===== src/rtl/ttg_pkg.sv =====
// Shared types, constants and control structs of the tempo tick generator.
`timescale 1ns / 1ps
package ttg_pkg;

    localparam int DEF_MAX_FRAMES   = 4096;
    localparam int DEF_TICKS_PER_QN = 96;
    localparam int DEF_MAX_TICKS    = 64;

    localparam logic [17:0] SAMPLE_RATE_RST = 18'd44100;
    localparam logic [40:0] SUBDIV_RST      = 41'd11453246122;
    localparam logic [5:0]  SECONDS_PER_MIN = 6'd60;
    localparam int          DIV_STEPS       = 64;

    localparam logic signed [63:0] POS_MAX = 64'sh7FFF_FFFF_FFFF_FFFF;
    localparam logic signed [63:0] POS_MIN = 64'sh8000_0000_0000_0000;
    localparam logic [40:0]        REL_ONES = '1;

    localparam logic [3:0] ADDR_SAMPLE_RATE = 4'h0;
    localparam logic [3:0] ADDR_SUBDIV      = 4'h8;

    typedef struct packed {
        logic               command;
        logic signed [63:0] start_position;
        logic [12:0]        frames;
        logic [25:0]        tempo;
        logic               time_valid;
        logic signed [63:0] time_in_samples;
    } item_word_t;

    typedef struct packed {
        logic        tick_valid;
        logic [11:0] tick_sample;
        logic        last;
        logic        jump_occurred;
        logic        ticks_running;
        logic        truncated;
    } result_word_t;

    typedef enum logic [1:0] {
        DIV_RATE,
        DIV_START,
        DIV_STEP,
        DIV_SAT
    } div_sel_t;

    typedef enum logic [3:0] {
        ST_IDLE,
        ST_RATE_GO,
        ST_RATE_WAIT,
        ST_MUL,
        ST_START,
        ST_CATCH,
        ST_MOD0_GO,
        ST_MOD0_WAIT,
        ST_MOD1_GO,
        ST_MOD1_WAIT,
        ST_MOD2_GO,
        ST_MOD2_WAIT,
        ST_STEP,
        ST_FINISH,
        ST_READ,
        ST_OUT
    } ttg_state_t;

    typedef struct packed {
        logic     load;
        logic     div_start;
        logic     div_latch;
        div_sel_t div_sel;
        logic     mul;
        logic     set_start;
        logic     catchup;
        logic     step;
        logic     finish;
        logic     read;
        logic     next_word;
    } ttg_cmd_t;

    typedef struct packed {
        logic div_done;
        logic step_last;
        logic k_last;
    } ttg_status_t;

endpackage


===== src/rtl/ttg_ctrl.sv =====
// Sequencer for the buffer: divisions, start setup, sample stepping and readout.
`timescale 1ns / 1ps
module ttg_ctrl (
    input  logic                 clk,
    input  logic                 rst_n,
    input  logic                 item_valid,
    output logic                 item_stall,
    output logic                 result_valid,
    input  logic                 result_stall,
    input  ttg_pkg::ttg_status_t status,
    output ttg_pkg::ttg_cmd_t    cmd
);
    import ttg_pkg::*;

    ttg_state_t state_reg, state_next;

    always_ff @(posedge clk or negedge rst_n)
    begin
        if (!rst_n)
            state_reg <= ST_IDLE;
        else
            state_reg <= state_next;
    end

    always_comb
    begin
        state_next = state_reg;
        unique case (state_reg)
            ST_IDLE:      if (item_valid) state_next = ST_RATE_GO;
            ST_RATE_GO:   state_next = ST_RATE_WAIT;
            ST_RATE_WAIT: if (status.div_done) state_next = ST_MUL;
            ST_MUL:       state_next = ST_START;
            ST_START:     state_next = ST_CATCH;
            ST_CATCH:     state_next = ST_MOD0_GO;
            ST_MOD0_GO:   state_next = ST_MOD0_WAIT;
            ST_MOD0_WAIT: if (status.div_done) state_next = ST_MOD1_GO;
            ST_MOD1_GO:   state_next = ST_MOD1_WAIT;
            ST_MOD1_WAIT: if (status.div_done) state_next = ST_MOD2_GO;
            ST_MOD2_GO:   state_next = ST_MOD2_WAIT;
            ST_MOD2_WAIT: if (status.div_done) state_next = ST_STEP;
            ST_STEP:      if (status.step_last) state_next = ST_FINISH;
            ST_FINISH:    state_next = ST_READ;
            ST_READ:      state_next = ST_OUT;
            ST_OUT:
            begin
                if (!result_stall)
                    state_next = status.k_last ? ST_IDLE : ST_READ;
            end
            default:      state_next = ST_IDLE;
        endcase
    end

    always_comb
    begin
        cmd          = '0;
        cmd.div_sel  = DIV_RATE;
        item_stall   = state_reg != ST_IDLE;
        result_valid = state_reg == ST_OUT;
        unique case (state_reg)
            ST_IDLE:      cmd.load = item_valid;
            ST_RATE_GO:   cmd.div_start = 1'b1;
            ST_RATE_WAIT: cmd.div_latch = status.div_done;
            ST_MUL:       cmd.mul = 1'b1;
            ST_START:     cmd.set_start = 1'b1;
            ST_CATCH:     cmd.catchup = 1'b1;
            ST_MOD0_GO:
            begin
                cmd.div_sel   = DIV_START;
                cmd.div_start = 1'b1;
            end
            ST_MOD0_WAIT:
            begin
                cmd.div_sel   = DIV_START;
                cmd.div_latch = status.div_done;
            end
            ST_MOD1_GO:
            begin
                cmd.div_sel   = DIV_STEP;
                cmd.div_start = 1'b1;
            end
            ST_MOD1_WAIT:
            begin
                cmd.div_sel   = DIV_STEP;
                cmd.div_latch = status.div_done;
            end
            ST_MOD2_GO:
            begin
                cmd.div_sel   = DIV_SAT;
                cmd.div_start = 1'b1;
            end
            ST_MOD2_WAIT:
            begin
                cmd.div_sel   = DIV_SAT;
                cmd.div_latch = status.div_done;
            end
            ST_STEP:      cmd.step = 1'b1;
            ST_FINISH:    cmd.finish = 1'b1;
            ST_READ:      cmd.read = 1'b1;
            ST_OUT:       cmd.next_word = !result_stall;
            default:      cmd.load = 1'b0;
        endcase
    end
endmodule


===== config.mk =====
export PLATFORM = sky130hd
export DESIGN_NAME = ttg_ctrl
export DESIGN_NICKNAME = d
export VERILOG_FILES = /design/src/rtl/ttg_pkg.sv /design/src/rtl/ttg_ctrl.sv
export SDC_FILE = /design/constraint.sdc
export NUM_CORES = 1
export LEC_CHECK = 0
export ABC_CLOCK_PERIOD_IN_PS = 1900
export BUFFER_PORTS_ARGS = -buffer_cell sky130_fd_sc_hd__buf_2
export CORE_AREA = 2 2 39 41
export CTS_CLUSTER_SIZE = 10
export DETAILED_ROUTE_END_ITERATION = 10
export DIE_AREA = 0 0 41 43
export GPL_TIMING_DRIVEN = 0
export PLACE_DENSITY = 0.65
export SLEW_MARGIN = 20
export SYNTH_ARGS = -nofsm -noshare
export SYNTH_HDL_FRONTEND = slang
export SYNTH_SLANG_ARGS = --single-unit

===== constraint.sdc =====
create_clock -name clk -period 1.9 [get_ports clk]
set_input_delay 0.285 -clock clk [delete_from_list [all_inputs] [get_ports clk]]
set_output_delay 0.285 -clock clk [all_outputs]
set_load 0.05 [all_outputs]

==> flow_metrics.env <==
export IMPL_status="completed"
export IMPL_max_slew_margin=0.8203
export IMPL_clock_sinks=4
export IMPL_cts_tree="built"
export IMPL_place_congestion=0.7259
export IMPL_finalSetupViolations=0
export IMPL_synthesis_nets=62
export IMPL_die_h_um=43
export IMPL_wl_per_cell_um=10.89
export IMPL_cp_end_kind="output port"
export IMPL_finalNonFillerCells=95
export IMPL_fin_nets=88
export IMPL_crit_fanout=10
export IMPL_synthCells=55
export IMPL_period_share=0.9490
export IMPL_yosysUniqueCellTypes=27
export IMPL_critPathLaunch="state_reg[2]"
export IMPL_clock_latency_ns=0.23
export IMPL_cts_made_buffers=3
export IMPL_drcViolationCount=0
export IMPL_drv_slew=0
export IMPL_wl_mm=1.035
export IMPL_place_ws_ns=0.2520
export IMPL_finalWorstSetupSlack_ns=0.09686
export IMPL_antenna_cells=0
export IMPL_final_cell_mix="buf_2 (20), nor2_1 (6)"
export IMPL_area_delta_synth_final_pct=44.13
export IMPL_largest_reg_flops=4
export IMPL_start_kind="register"
export IMPL_netlist_area_um2=394.1
export IMPL_cp_arrival_ns=1.52
export IMPL_crit_end="cmd[9]"
export IMPL_final_antenna_net_count=0
export IMPL_dr_total_vias=492
export IMPL_drive_gt1_frac=0.3924
export IMPL_grt_ovfl_total=0
export IMPL_worstPathRequired_ns=1.62
export IMPL_r2r_start="state_reg[3]"
export IMPL_dp_cells=91
export IMPL_seq_area_frac_synth=0.2540
export IMPL_grt_pass1_wl_mm=1.559
export IMPL_finalCriticalPeriod_ns=1.803
export IMPL_ff2ff_setup_slack_ns=0.49
export IMPL_start_util=0.2848
export IMPL_ys_seq_elements=4
export IMPL_r2r_cells=3
export IMPL_final_hold_viol_count=0
export IMPL_die_area_mm2=0.001763
export IMPL_synth_area_per_cell_um2=7.166
export IMPL_clock_path_buffers=2
export IMPL_hold_path_class="input pin to async pin"
export IMPL_firstDrtPassIters=4
export IMPL_root_buffer="clkbuf_4"
export IMPL_ios=21
export IMPL_cts_clk_slew_worst_paths_ns=0.03
export IMPL_grt_max_degree=11
export IMPL_n_fill_cell=160
export IMPL_viasPerCell=5.179
export IMPL_rsz0062_at_grt="no"
export IMPL_reg2reg_to="state_reg[0]"
export IMPL_drt_initial_drc_count=12
export IMPL_cts_htree_levels=1
export IMPL_clock_skew_final_ns=0.0009535
export IMPL_port_buffers=20
export IMPL_tightest_slew_ns=0.2677
export IMPL_row_count=14
export IMPL_hpwlAfterDp_um=771.1
export IMPL_drv_cap=0
export IMPL_critical_path_class="register to output port"
export IMPL_antenna_found_initial=0
export IMPL_grt_usage=0.1292
export IMPL_die_w_um=41
export IMPL_grt_pass1_vias=403
export IMPL_layout_commonest_cell="buf_2"
export IMPL_core_mm2=0.001384
export IMPL_synth_warnings=0
export IMPL_timing_fmax_mhz=554.6
==> final cells by class <==
| type | instances | area, um2 | area share |
|---|---|---|---|
| multi-input cells | 44 | 281.5 | 0.4956 |
| well taps | 16 | 20.02 | 0.03524 |
| inverters | 3 | 11.26 | 0.01982 |
| repair buffers | 21 | 112.6 | 0.1982 |
| plain buffers | 4 | 20.02 | 0.03524 |
| flip-flops and latches | 4 | 100.1 | 0.1762 |
| clock buffers | 3 | 22.52 | 0.03965 |
==> kinds of logic (layout without fill, tap and decap cells) <==
family | after synthesis | count (layout) | share of synthesized area
compound gates | 13 | 13 | 0.2222
flops | 4 | 4 | 0.2540
mux | 1 | 1 | 0.02857
xor+xnor | 1 | 1 | 0.02223
fa+ha+maj | 1 | 1 | 0.02540
buf+inv | 7 | 31 | 0.06983
simple gates | 28 | 28 | 0.3778
==> synthesized netlist by cell type <==
library cell,number,share of area
nor2_1,6,0.057
dfrtp_1,4,0.25
nand2_1,4,0.038
nor3_1,4,0.051
o21ai_0,4,0.051
clkbuf_1,3,0.029
inv_1,3,0.029
a21boi_0,2,0.038
and3_1,2,0.032
nand2b_1,2,0.032
nand3_1,2,0.025
nand3b_1,2,0.038
nor4_1,2,0.032
o22ai_1,2,0.032
a21oi_1,1,0.013
a221oi_1,1,0.022
a311oi_1,1,0.022
and2_1,1,0.016
buf_2,1,0.013
maj3_1,1,0.025
mux2_2,1,0.029
nand4_1,1,0.016
nor3b_1,1,0.019
o2bb2ai_1,1,0.022
o32ai_1,1,0.022
or3b_1,1,0.022
xnor2_1,1,0.022
==> worst min path at each step <==
stage | from | endpoint | slack (ns) | depth (start not counted)
finish | rst_n | state_reg[2] | 0.38 | 2
floorplan | rst_n | state_reg[0] | -0.01 | 0
global route | rst_n | state_reg[2] | 0.38 | 2
detailed placement | rst_n | state_reg[3] | 0.09 | 1
global placement | rst_n | state_reg[3] | 0.09 | 1
CTS | rst_n | state_reg[2] | 0.37 | 2
==> timing repair <==
item,in CTS,in global routing
setup endpoints to repair,0,4
endpoints found under the hold margin,4,0
hold buffers,1,0
gates resized for setup,0,7
buffers inserted,0,0
==> per-layer routing <==
metal,up-vias,share of wire,GRT usage
met5,-,0,0
met4,0,0,0.1000
met3,0,0.081,0.01571
met2,19,0.47,0.1875
met1,218,0.45,0.1634
li1,255,-,-
==> stage by stage <==
| step | util | cell area [um2] | hold WS [ns] | setup TNS [ns] |
|---|---|---|---|---|
| after global routing | 0.4105 | 568.0 | 0.3838 | 0 |
| after detailed placement | 0.3825 | 529.3 | 0.09230 | 0 |
| after floorplan | - | 409.1 | -0.01059 | -0.2227 |
| after CTS | 0.4060 | 561.8 | 0.3745 | 0 |
| final | 0.4105 | 568.0 | 0.3840 | 0 |
| after global placement | 0.3825 | 529.3 | 0.09092 | 0 |
==> critical path, cell delays in order, from the launching register on <==
cell      delay [ns]
dfrtp_1         0.44
buf_2           0.25
xnor2_1         0.14
nand3_1         0.09
a21boi_1        0.13
clkbuf_4        0.24
Power is left out: the tool's default activity adds up to more than one toggle a clock period on the data nets, which glitch-free logic cannot reach.
